--- src/design/rwrfd_pkg.sv ---
// ----------------------------------------------------------------------------
// rwrfd_pkg
// Types and fixed constants shared by the height window rate and flying
// detect block.
// ----------------------------------------------------------------------------
package rwrfd_pkg;

    localparam int HEIGHT_W   = 12;
    localparam int SUM_W      = 17;
    localparam int RATE_W     = 16;
    localparam int DEBOUNCE_W = 8;
    localparam int CFG_IDX_W  = 2;
    localparam int CFG_DATA_W = 12;

    // rate = diff * RATE_NUM * Q_ONE / (WINDOW * RATE_DEN)
    localparam int RATE_NUM   = 61;
    localparam int RATE_DEN   = 100;
    localparam int Q_ONE      = 256;
    localparam int RECIP_SHIFT = 24;

    localparam logic [HEIGHT_W-1:0]   TAKEOFF_RESET  = 12'd30;
    localparam logic [HEIGHT_W-1:0]   LANDING_RESET  = 12'd18;
    localparam logic [DEBOUNCE_W-1:0] DEBOUNCE_RESET = 8'd30;
    localparam logic [DEBOUNCE_W-1:0] COUNT_MAX      = 8'd255;

    typedef enum logic [CFG_IDX_W-1:0] {
        CFG_TAKEOFF  = 2'd0,
        CFG_LANDING  = 2'd1,
        CFG_DEBOUNCE = 2'd2
    } cfg_index_t;

    typedef struct packed {
        logic [HEIGHT_W-1:0]   takeoff_threshold_cm;
        logic [HEIGHT_W-1:0]   landing_threshold_cm;
        logic [DEBOUNCE_W-1:0] debounce_period;
    } detect_cfg_t;

endpackage

--- src/design/range_window_rate_and_flying_detect_top.sv ---
// ----------------------------------------------------------------------------
// range_window_rate_and_flying_detect_top
// Windowed height rate estimator with a debounced flying detector.
//
// Input channel: height_cm with sample_valid / sample_stall; an item is
// taken at a clock edge with sample_valid high and sample_stall low.
// Output channel: height_out_cm, window_sum, vertical_rate, is_flying with
// result_valid / result_stall, one result item per input item, in order.
// Configuration: cfg_write, cfg_index, cfg_data; index 0 take-off threshold,
// 1 landing threshold, 2 debounce period, other indexes are ignored.
// Each item passes from the read stage into the output register, which
// presents its result; a stall at the output can hold the read stage.
// Throughput: one item per cycle while result_stall is low; the ring is
// read one stage ahead of its write-back, so consecutive items touch
// different slots. Reset empties the ring through per-slot valid flags,
// clears sum, index, flag and count, and loads the configuration defaults;
// sample_stall is low out of reset, so items are taken from then on.
// A stalled result holds in the output register; one more item may sit in
// the read stage, and sample_stall rises only while both are occupied.
// ----------------------------------------------------------------------------
module range_window_rate_and_flying_detect_top
    import rwrfd_pkg::*;
#(
    parameter int WINDOW = 30
)
(
    input  logic                      clk,
    input  logic                      rst_n,
    input  logic                      cfg_write,
    input  logic [CFG_IDX_W-1:0]      cfg_index,
    input  logic [CFG_DATA_W-1:0]     cfg_data,
    input  logic                      sample_valid,
    output logic                      sample_stall,
    input  logic [HEIGHT_W-1:0]       height_cm,
    output logic                      result_valid,
    input  logic                      result_stall,
    output logic [HEIGHT_W-1:0]       height_out_cm,
    output logic [SUM_W-1:0]          window_sum,
    output logic signed [RATE_W-1:0]  vertical_rate,
    output logic                      is_flying
);

    localparam int IDX_W = $clog2(WINDOW);

    detect_cfg_t cfg_reg;

    logic [IDX_W-1:0]    idx_reg;
    logic [IDX_W-1:0]    idx_next;
    logic                s1_valid_reg;
    logic [HEIGHT_W-1:0] s1_h_reg;
    logic [IDX_W-1:0]    s1_idx_reg;
    logic [SUM_W-1:0]    sum_reg;
    logic [SUM_W-1:0]    sum_next;

    logic                out_valid_reg;
    logic [HEIGHT_W-1:0] out_h_reg;
    logic [SUM_W-1:0]    out_sum_reg;
    logic [RATE_W-1:0]   out_rate_reg;
    logic                out_flying_reg;

    logic                accept;
    logic                s1_go;
    logic [HEIGHT_W-1:0] dropped;
    logic signed [RATE_W-1:0] rate;
    logic                flying_next;

    always_ff @(posedge clk or negedge rst_n)
    begin
        if (!rst_n)
        begin
            cfg_reg.takeoff_threshold_cm <= TAKEOFF_RESET;
            cfg_reg.landing_threshold_cm <= LANDING_RESET;
            cfg_reg.debounce_period      <= DEBOUNCE_RESET;
        end
        else if (cfg_write)
        begin
            case (cfg_index)
                CFG_TAKEOFF:  cfg_reg.takeoff_threshold_cm <= cfg_data;
                CFG_LANDING:  cfg_reg.landing_threshold_cm <= cfg_data;
                CFG_DEBOUNCE: cfg_reg.debounce_period <= cfg_data[DEBOUNCE_W-1:0];
                default:      ;
            endcase
        end
    end

    // read stage moves on when the output register is free or draining
    assign s1_go        = s1_valid_reg && (!out_valid_reg || !result_stall);
    assign sample_stall = s1_valid_reg && !s1_go;
    assign accept       = sample_valid && !sample_stall;

    assign idx_next = (idx_reg == IDX_W'(WINDOW - 1)) ? '0 : idx_reg + 1'b1;
    assign sum_next = sum_reg + SUM_W'(s1_h_reg) - SUM_W'(dropped);

    always_ff @(posedge clk or negedge rst_n)
    begin
        if (!rst_n)
        begin
            idx_reg      <= '0;
            s1_valid_reg <= 1'b0;
            sum_reg      <= '0;
        end
        else
        begin
            if (accept)
            begin
                idx_reg <= idx_next;
            end
            if (accept)
            begin
                s1_valid_reg <= 1'b1;
            end
            else if (s1_go)
            begin
                s1_valid_reg <= 1'b0;
            end
            if (s1_go)
            begin
                sum_reg <= sum_next;
            end
        end
    end

    always_ff @(posedge clk)
    begin
        if (accept)
        begin
            s1_h_reg   <= height_cm;
            s1_idx_reg <= idx_next;
        end
    end

    rwrfd_ring #(
        .WINDOW (WINDOW)
    ) u_ring (
        .clk     (clk),
        .rst_n   (rst_n),
        .rd_en   (accept),
        .rd_addr (idx_next),
        .rd_data (dropped),
        .wr_en   (s1_go),
        .wr_addr (s1_idx_reg),
        .wr_data (s1_h_reg)
    );

    rwrfd_rate #(
        .WINDOW (WINDOW)
    ) u_rate (
        .new_cm     (s1_h_reg),
        .dropped_cm (dropped),
        .rate       (rate)
    );

    rwrfd_detect u_detect (
        .clk         (clk),
        .rst_n       (rst_n),
        .cfg         (cfg_reg),
        .update      (s1_go),
        .height_cm   (s1_h_reg),
        .flying_next (flying_next)
    );

    always_ff @(posedge clk or negedge rst_n)
    begin
        if (!rst_n)
        begin
            out_valid_reg <= 1'b0;
        end
        else if (s1_go)
        begin
            out_valid_reg <= 1'b1;
        end
        else if (!result_stall)
        begin
            out_valid_reg <= 1'b0;
        end
    end

    always_ff @(posedge clk)
    begin
        if (s1_go)
        begin
            out_h_reg      <= s1_h_reg;
            out_sum_reg    <= sum_next;
            out_rate_reg   <= rate;
            out_flying_reg <= flying_next;
        end
    end

    assign result_valid  = out_valid_reg;
    assign height_out_cm = out_h_reg;
    assign window_sum    = out_sum_reg;
    assign vertical_rate = out_rate_reg;
    assign is_flying     = out_flying_reg;

endmodule

--- src/design/rwrfd_ring.sv ---
// ----------------------------------------------------------------------------
// rwrfd_ring
// Sample ring memory: one write port, one registered read port, and one
// valid flag per slot so that reset empties the ring at once.
// ----------------------------------------------------------------------------
module rwrfd_ring
    import rwrfd_pkg::*;
#(
    parameter int WINDOW = 30
)
(
    input  logic                        clk,
    input  logic                        rst_n,
    input  logic                        rd_en,
    input  logic [$clog2(WINDOW)-1:0]   rd_addr,
    output logic [HEIGHT_W-1:0]         rd_data,
    input  logic                        wr_en,
    input  logic [$clog2(WINDOW)-1:0]   wr_addr,
    input  logic [HEIGHT_W-1:0]         wr_data
);

    logic [HEIGHT_W-1:0] mem [WINDOW];
    logic [WINDOW-1:0]   slot_valid_reg;
    logic [HEIGHT_W-1:0] rd_data_reg;
    logic                rd_valid_reg;

    always_ff @(posedge clk)
    begin
        if (wr_en)
        begin
            mem[wr_addr] <= wr_data;
        end
        if (rd_en)
        begin
            rd_data_reg <= mem[rd_addr];
        end
    end

    always_ff @(posedge clk or negedge rst_n)
    begin
        if (!rst_n)
        begin
            slot_valid_reg <= '0;
            rd_valid_reg   <= 1'b0;
        end
        else
        begin
            if (wr_en)
            begin
                slot_valid_reg[wr_addr] <= 1'b1;
            end
            if (rd_en)
            begin
                rd_valid_reg <= slot_valid_reg[rd_addr];
            end
        end
    end

    // a slot never written since reset reads as zero
    assign rd_data = rd_valid_reg ? rd_data_reg : '0;

endmodule

--- src/design/rwrfd_rate.sv ---
// ----------------------------------------------------------------------------
// rwrfd_rate
// Scales the sample difference to a Q8.8 rate: constant reciprocal multiply,
// truncation toward zero and saturation to 16 bits.
// ----------------------------------------------------------------------------
module rwrfd_rate
    import rwrfd_pkg::*;
#(
    parameter int WINDOW = 30
)
(
    input  logic [HEIGHT_W-1:0]      new_cm,
    input  logic [HEIGHT_W-1:0]      dropped_cm,
    output logic signed [RATE_W-1:0] rate
);

    localparam longint RATE_DIV   = WINDOW * RATE_DEN;
    localparam longint RATE_SCALE = RATE_NUM * Q_ONE;
    // rounded up; with a 24 bit shift the quotient is exact for 12 bit inputs
    localparam longint RATE_RECIP =
        ((RATE_SCALE << RECIP_SHIFT) + RATE_DIV - 1) / RATE_DIV;
    localparam int RECIP_W = $clog2(RATE_RECIP + 1);
    localparam int PROD_W  = RECIP_W + HEIGHT_W;
    localparam int QUOT_W  = PROD_W - RECIP_SHIFT;
    // wide enough to hold the saturation limits
    localparam int CMP_W   = ((QUOT_W > RATE_W) ? QUOT_W : RATE_W) + 1;

    logic [HEIGHT_W:0]   diff;
    logic                neg;
    logic [HEIGHT_W-1:0] mag;
    logic [PROD_W-1:0]   prod;
    logic [QUOT_W-1:0]   quot;
    logic [CMP_W-1:0]    quot_ext;

    always_comb
    begin
        diff     = {1'b0, new_cm} - {1'b0, dropped_cm};
        neg      = diff[HEIGHT_W];
        mag      = neg ? HEIGHT_W'(-diff) : diff[HEIGHT_W-1:0];
        prod     = PROD_W'(mag) * PROD_W'(RATE_RECIP[RECIP_W-1:0]);
        quot     = prod[PROD_W-1:RECIP_SHIFT];
        quot_ext = CMP_W'(quot);
        if (neg)
        begin
            if (quot_ext >= CMP_W'(32768))
            begin
                rate = 16'sh8000;
            end
            else
            begin
                rate = RATE_W'(-quot_ext);
            end
        end
        else
        begin
            if (quot_ext > CMP_W'(32767))
            begin
                rate = 16'sh7fff;
            end
            else
            begin
                rate = RATE_W'(quot_ext);
            end
        end
    end

endmodule

--- src/design/rwrfd_detect.sv ---
// ----------------------------------------------------------------------------
// rwrfd_detect
// Hysteresis flying detector with a debounce count of consecutive
// qualifying samples.
// ----------------------------------------------------------------------------
module rwrfd_detect
    import rwrfd_pkg::*;
(
    input  logic                clk,
    input  logic                rst_n,
    input  detect_cfg_t         cfg,
    input  logic                update,
    input  logic [HEIGHT_W-1:0] height_cm,
    output logic                flying_next
);

    logic                  flying_reg;
    logic [DEBOUNCE_W-1:0] count_reg;
    logic [DEBOUNCE_W-1:0] count_next;
    logic [DEBOUNCE_W-1:0] count_inc;
    logic                  qualifies;

    always_comb
    begin
        if (flying_reg)
        begin
            qualifies = height_cm < cfg.landing_threshold_cm;
        end
        else
        begin
            qualifies = height_cm > cfg.takeoff_threshold_cm;
        end
        count_inc   = (count_reg == COUNT_MAX) ? COUNT_MAX : count_reg + 1'b1;
        flying_next = flying_reg;
        count_next  = '0;
        if (qualifies)
        begin
            if (count_inc > cfg.debounce_period)
            begin
                flying_next = !flying_reg;
            end
            else
            begin
                count_next = count_inc;
            end
        end
    end

    always_ff @(posedge clk or negedge rst_n)
    begin
        if (!rst_n)
        begin
            flying_reg <= 1'b0;
            count_reg  <= '0;
        end
        else if (update)
        begin
            flying_reg <= flying_next;
            count_reg  <= count_next;
        end
    end

endmodule
--- config.mk ---
export PLATFORM = sky130hd
export DESIGN_NAME = range_window_rate_and_flying_detect_top
export DESIGN_NICKNAME = d
export VERILOG_FILES = /design/src/design/rwrfd_pkg.sv /design/src/design/range_window_rate_and_flying_detect_top.sv /design/src/design/rwrfd_ring.sv /design/src/design/rwrfd_rate.sv /design/src/design/rwrfd_detect.sv
export SDC_FILE = /design/constraint.sdc
export NUM_CORES = 1
export LEC_CHECK = 0
export BUFFER_PORTS_ARGS = -buffer_cell sky130_fd_sc_hd__buf_2
export CAP_MARGIN = 15
export CORE_MARGIN = 10
export CORE_UTILIZATION = 35
export CTS_BUF_LIST = sky130_fd_sc_hd__clkbuf_2 sky130_fd_sc_hd__clkbuf_4 sky130_fd_sc_hd__clkbuf_8
export DETAILED_ROUTE_END_ITERATION = 8
export PLACE_DENSITY_LB_ADDON = 0.05
export SETUP_SLACK_MARGIN = 0.4
export SYNTH_ARGS = -nofsm -noshare
export SYNTH_HDL_FRONTEND = slang
export SYNTH_SLANG_ARGS = --single-unit
export TNS_END_PERCENT = 5
--- constraint.sdc ---
create_clock -name clk -period 7.87 [get_ports clk]
set_input_delay 1.1805 -clock clk [delete_from_list [all_inputs] [get_ports clk]]
set_output_delay 1.1805 -clock clk [all_outputs]
set_load 0.01 [all_outputs]
; Yosys cells after proc, flatten, opt, wreduce, memory -nomap -nowiden
; Memories as Yosys holds them, arrays and structs flattened. A register that Yosys moved wholly into a read port is not among the register bits.
; Cells that the tools add are included.
[word_totals]
n_memories = 1
rom_bits = 0
latchBits = 0
ff_bits = 159
input_bits = 31
wordCells = 74
out_inout_bits = 48
ram_bits = 360
[classes]
order_cmp = 6
mux = 20
div = 0
shifts = 0
reduce_logical = 15
add_sub_neg = 7
mul = 1
bitwise = 1
n_eq_ne = 5
[mem_list]
columns = name, words, word_bits, rd, rd_ports_with_merged_regs, write_ports, line_no
row1 = u_ring.mem, 30, 12, 1, 1, 1, rwrfd_ring.sv:22  ; logic [HEIGHT_W-1:0] mem [WINDOW];
[ops]
columns = operator, n
row1 = $mul 12x26->38 const B, 1
row2 = $or 30x30->30, 1
row3 = $mux 12, 2
row4 = $mux 8, 3
row5 = $add 17x12->17, 1
row6 = $sub 17x12->17, 1
row7 = $neg 15->16, 1
row8 = $mux 15, 1
row9 = $sub 12x12->13, 1
row10 = $gt 12x12->1, 1
row11 = $lt 12x12->1, 1
row12 = $lt 5x6->1 const B, 2
row13 = $neg 12->12, 1
row14 = $mux 1, 11
row15 = $add 8x1->8 const B, 1
row16 = $eq 8x8->1 const B, 1
row17 = $gt 8x8->1, 1
row18 = $reduce_and 2->1, 3
row19 = $add 5x1->5 const B, 1
row20 = $bmux 1 s5, 1
row21 = $demux 1 s5, 1
row22 = $eq 5x5->1 const B, 1
row23 = $ge 5x1->1 const B, 1
row24 = $logic_not 1->1, 5
row25 = 8 further kinds, 11

; Depth between registers and ports, before layout
[logic_depth]
depth_word = 8
ltp_mapped = 35
mapped_depth_nobuf = 35

; Cells and area by module
; Synthesis repeated with hierarchy kept, for this count alone.
[unflattened]
hier_cells = 2026
hier_area_um2 = 28254.6
[modules_own_cells]
columns = module, instances, cells_each, seq_area_each_um2, area_per_inst_um2
row1 = rwrfd_ring, 1, 770, 11946.5, 15705.1
row2 = rwrfd_rate, 1, 696, 0.0, 5859.4
row3 = range_window_rate_and_flying_detect_top, 1, 396, 3305.7, 5366.4
row4 = rwrfd_detect, 1, 164, 225.2, 1323.8

; Least setup slack after synthesis
; OpenSTA, ideal clock, no wires.
[synth_timing]
path_type = reg-to-reg
start = reg s1_h_reg[0]
end = reg out_rate_reg[13] (netlist: vertical_rate[13]) (data pin)
period_less_slack_ns = 8.687
stages_incl_launch_ff = 35
arrival_time_ns = 8.420
t_required_ns = 7.603
setup_ns = 0.267
path_slack_ns = -0.817
path_buffers = 0
cell_sequence = edfxtp_1 -> inv_1 -> ha_1 -> inv_1 -> fa_1 -> a21o_1 -> a21oi_1 -> o21ai_1 -> a31o_1 -> a31o_1 -> a31o_2 -> a41oi_1 -> xor2_1 -> ha_1 -> inv_1 -> ha_1 -> inv_1 -> fa_1 -> inv_1 -> fa_1 -> inv_1 -> fa_1 -> fa_1 -> inv_1 -> ha_1 -> o211ai_1 -> a21boi_1 -> o21a_1 -> a2111o_1 -> o211ai_1 -> nand2_1 -> or4_4 -> and3b_1 -> a31oi_1 -> xor2_1
[synth_between]
elab_chain_cells = 6
[synth_rtl]
columns = element, line_no
row1 = "start, declared", range_window_rate_and_flying_detect_top.sv:50  ; logic [HEIGHT_W-1:0] s1_h_reg;
row2 = "start signal, assigned", range_window_rate_and_flying_detect_top.sv:127  ; s1_h_reg <= height_cm;
row3 = $sub 12x12->13 *, rwrfd_rate.sv:37  ; diff = {1'b0, new_cm} - {1'b0, dropped_cm};
row4 = $neg 12->12, rwrfd_rate.sv:39  ; mag = neg ? HEIGHT_W'(-diff) : diff[HEIGHT_W-1:0];
row5 = $mux 12, rwrfd_rate.sv:39
row6 = $mul 12x26->38, rwrfd_rate.sv:40  ; prod = PROD_W'(mag) * PROD_W'(RATE_RECIP[RECIP_W-1:0]);
row7 = $neg 15->16, rwrfd_rate.sv:51  ; rate = RATE_W'(-quot_ext);
row8 = $mux 15 *, rwrfd_rate.sv:43  ; if (neg)
row9 = via rate[13], range_window_rate_and_flying_detect_top.sv:64  ; logic signed [RATE_W-1:0] rate;
row10 = "end signal, assigned", range_window_rate_and_flying_detect_top.sv:184  ; out_rate_reg <= rate;
row11 = "end, declared", range_window_rate_and_flying_detect_top.sv:58  ; logic [RATE_W-1:0] out_rate_reg;
; The timed path passes the listed nets; every way through them passes the cells marked *.
; A chain may end at the register's enable or synchronous reset.

; Worst setup path in the final report
; Ends and elaborated chain as after synthesis.

==> impl_metrics.toml <==
[status]
status = "finished with violations"
violations = "negative setup slack"

[synthesis]
synth.area.top_cells = "edfxtp_1 (47%), ha_1 (8.3%), dfrtp_1 (7.8%)"
synth_top_area_share_pct = 47.2
synthCells = 2333
async_reset_ff_share_pct = 18.1
synthTopCellsByCount = "edfxtp_1 (435), inv_1 (279), nand2_1 (273)"
synth.net_count = 2633
yosysTopAreaCell = "edfxtp_1"
synth_ff_type = "edfxtp_1"
synth_edf_count = 435
syn-cell-area_um2 = 27700
synth-seq-cells = 531
yosys_warnings = 0
yosys.cell_count.top_type = "edfxtp_1"
synth_cell_types = 72
ys_seq_area_share_pct = 55.9
synth_area_per_cell_um2 = 11.9

[routing]
firstDrtPassIters = 5
ant_nets = 0
drc_errors = 0
avgViaCountPerCell = 5.01
drt_iter0_drc = 1177
wl_mm = 80.3
via_count = 18815
wire_per_inst_um = 21.4

[clocking]
cts_tree = "built"
cts_buffers = 94
clk_latency_ps = 690
root_buffer = "clkbuf_8"
htreeDepth = 3
cts.sinks = 531
clockBufferDepth = 3
hold_buffers = 0
clk_pin_slew_worst_paths_ps = 60

[run]
max_cap_viol_count = 0

[sta]
maxSlewViolCount = 0
worstMarginPinSlew_ps = 1020
final_hold_viol_count = 0
fmax_mhz = 122
skew_ps = 63.8
timing.final.crit_share_pct = 104
setup_violations = 9
rsz0062_at_grt = "true"
slew_headroom_pct = 32.0
period_minus_slack_ps = 8200
worst_slack_ps = -335

[cells_and_area]
area_delta_synth_final_pct = 19.6
drive_gt1_share_pct = 23.0
layout.cells.non_filler = 3758
nNetsFinal = 2928
largest_reg_flops = 360

[floorplanning]
ios = 79
initial_core_util_pct = 35.2
dieArea_um2 = 90700
row_count = 103
die_h_um = 301
die_width_um = 301
core_um2 = 78700

[critical_path]
critPathBufInv = 11
crit_required_ps = 8300
regToRegSetupSlack_ps = -330
r2r_start = "s1_h_reg[0]$_DFFE_PP_"
reg2regPathDepth = 37
max_stage_delay_ps = 580
crit_path_max_fanout = 4
slowest_stage = "fa_2"
crit_type = "register to register"
crit_path_start_kind = "register"
arrival_ps = 8640
crit_family = "adder cells"
endpoint_kind = "register"
cp.depth = 37
cp_common_cell = "inv_2"
rr_endpoint = "vertical_rate[13]$_DFFE_PP_"

[placed_design]
gp_congestion = 0.806
io_buffers = 78
dp_cells = 3562
place_hpwl_mm = 53.1

[min_path]
hold_path.startpoint = "u_ring.slot_valid_reg[6]$_DFFE_PN0P_"
holdPathEnd = "u_ring.slot_valid_reg[6]$_DFFE_PN0P_"
hold_depth = 1
hold_path.class = "register to register"

[global_routing]
overflow = 0
grt_usage_pct = 17.5
antenna_found_initial = 3
grt_max_degree = 125
grt_pass1_vias = 19805
grt_pass1_wl_mm = 121
==> worst max-delay path by stage <==
stage | from | end | slack [ps]
2_1_floorplan | s1_h_reg[0]$_DFFE_PP_ | vertical_rate[13]$_DFFE_PP_ | -380
6_report | s1_h_reg[0]$_DFFE_PP_ | vertical_rate[13]$_DFFE_PP_ | -330
4_1_cts | u_ring.rd_valid_reg$_DFFE_PN0P_ | vertical_rate[13]$_DFFE_PP_ | -310
5_1_grt | s1_h_reg[0]$_DFFE_PP_ | vertical_rate[13]$_DFFE_PP_ | -710
3_3_place_gp | u_ring.rd_valid_reg$_DFFE_PN0P_ | vertical_rate[13]$_DFFE_PP_ | -270
3_5_place_dp | u_ring.rd_valid_reg$_DFFE_PN0P_ | vertical_rate[13]$_DFFE_PP_ | -420
==> area by class of cell <==
cell class / instances / area (um^2)
Clock buffer: 143 / 1710
Antenna cell: 1 / 2.50
Inverter: 282 / 1060
Tap cell: 1050 / 1310
Sequential cell: 531 / 15500
Clock inverter: 32 / 219
Timing Repair Buffer: 295 / 2040
Multi-Input combinational cell: 1424 / 11300
Fill cell: 7516 / 45600
==> worst reg2reg max path, delay by kind of cell, from the launching register on <==
kind,cells,cell delay [ps]
adders and majority gates,9,3320
xor gates and xnor gates,4,650
AOI/OAI and AO/OA,9,1550
and+or+nand+nor,4,1090
DFF,1,400
buffers and inverters,11,950
==> cells in the final DEF (no fill, tap or decap), drive strengths merged, types with 13 or more instances in the layout <==
cell      n
a21o     28
a21oi   101
a221oi   14
a311oi   42
a31oi    16
and3     21
buf     295
clkbuf  143
clkinv   28
dfrtp    86
edfxtp  435
fa       86
ha      183
inv     282
mux2     25
nand2   273
nand2b   13
nand3    97
nor2     93
nor3     14
o21ai   101
o221ai   56
o22ai    36
or2      33
xnor2    35
xor2     25
==> metrics by stage <==
step                      setup TNS (ps)  hold WS (ps)  instance area [um^2]  utilization, %  setup WS, ps
after floorplan                    -1620           439                 27900               -          -379
after global placement             -1540           451                 30800            39.1          -268
after detailed placement           -2910           453                 30800            39.1          -417
after CTS                          -1940           467                 32900            41.7          -312
after global routing               -6210           473                 33100            42.1          -714
final                              -1970           467                 33100            42.1          -335
==> per-layer routing <==
| metal | track usage, % | vias to the layer above | wire length (um) |
|---|---|---|---|
| li1 | - | 8981 | - |
| met2 | 30.5 | 340 | 40200 |
| met1 | 22.0 | 9378 | 34800 |
| met5 | 0 | - | 0 |
| met3 | 2.50 | 116 | 2950 |
| met4 | 6.08 | 0 | 2400 |
==> cell families after synthesis <==
logic type      Yosys count  share of synthesized area (%)
compound gates          466                           11.3
xor+xnor                 60                           1.90
fa+ha+maj               269                           14.5
buf+inv                 378                           5.13
flops                   531                           55.9
mux                      33                           1.31
simple gates            596                           9.92
==> what timing repair did <==
item                                    CTS  global route
resized for setup                        17            30
pin swaps                                19            36
endpoints found under the setup margin   15            16
buffers inserted                          7            13
Power is left out: the tool's default activity adds up to more than one toggle a clock period on the data nets, which glitch-free logic cannot reach.
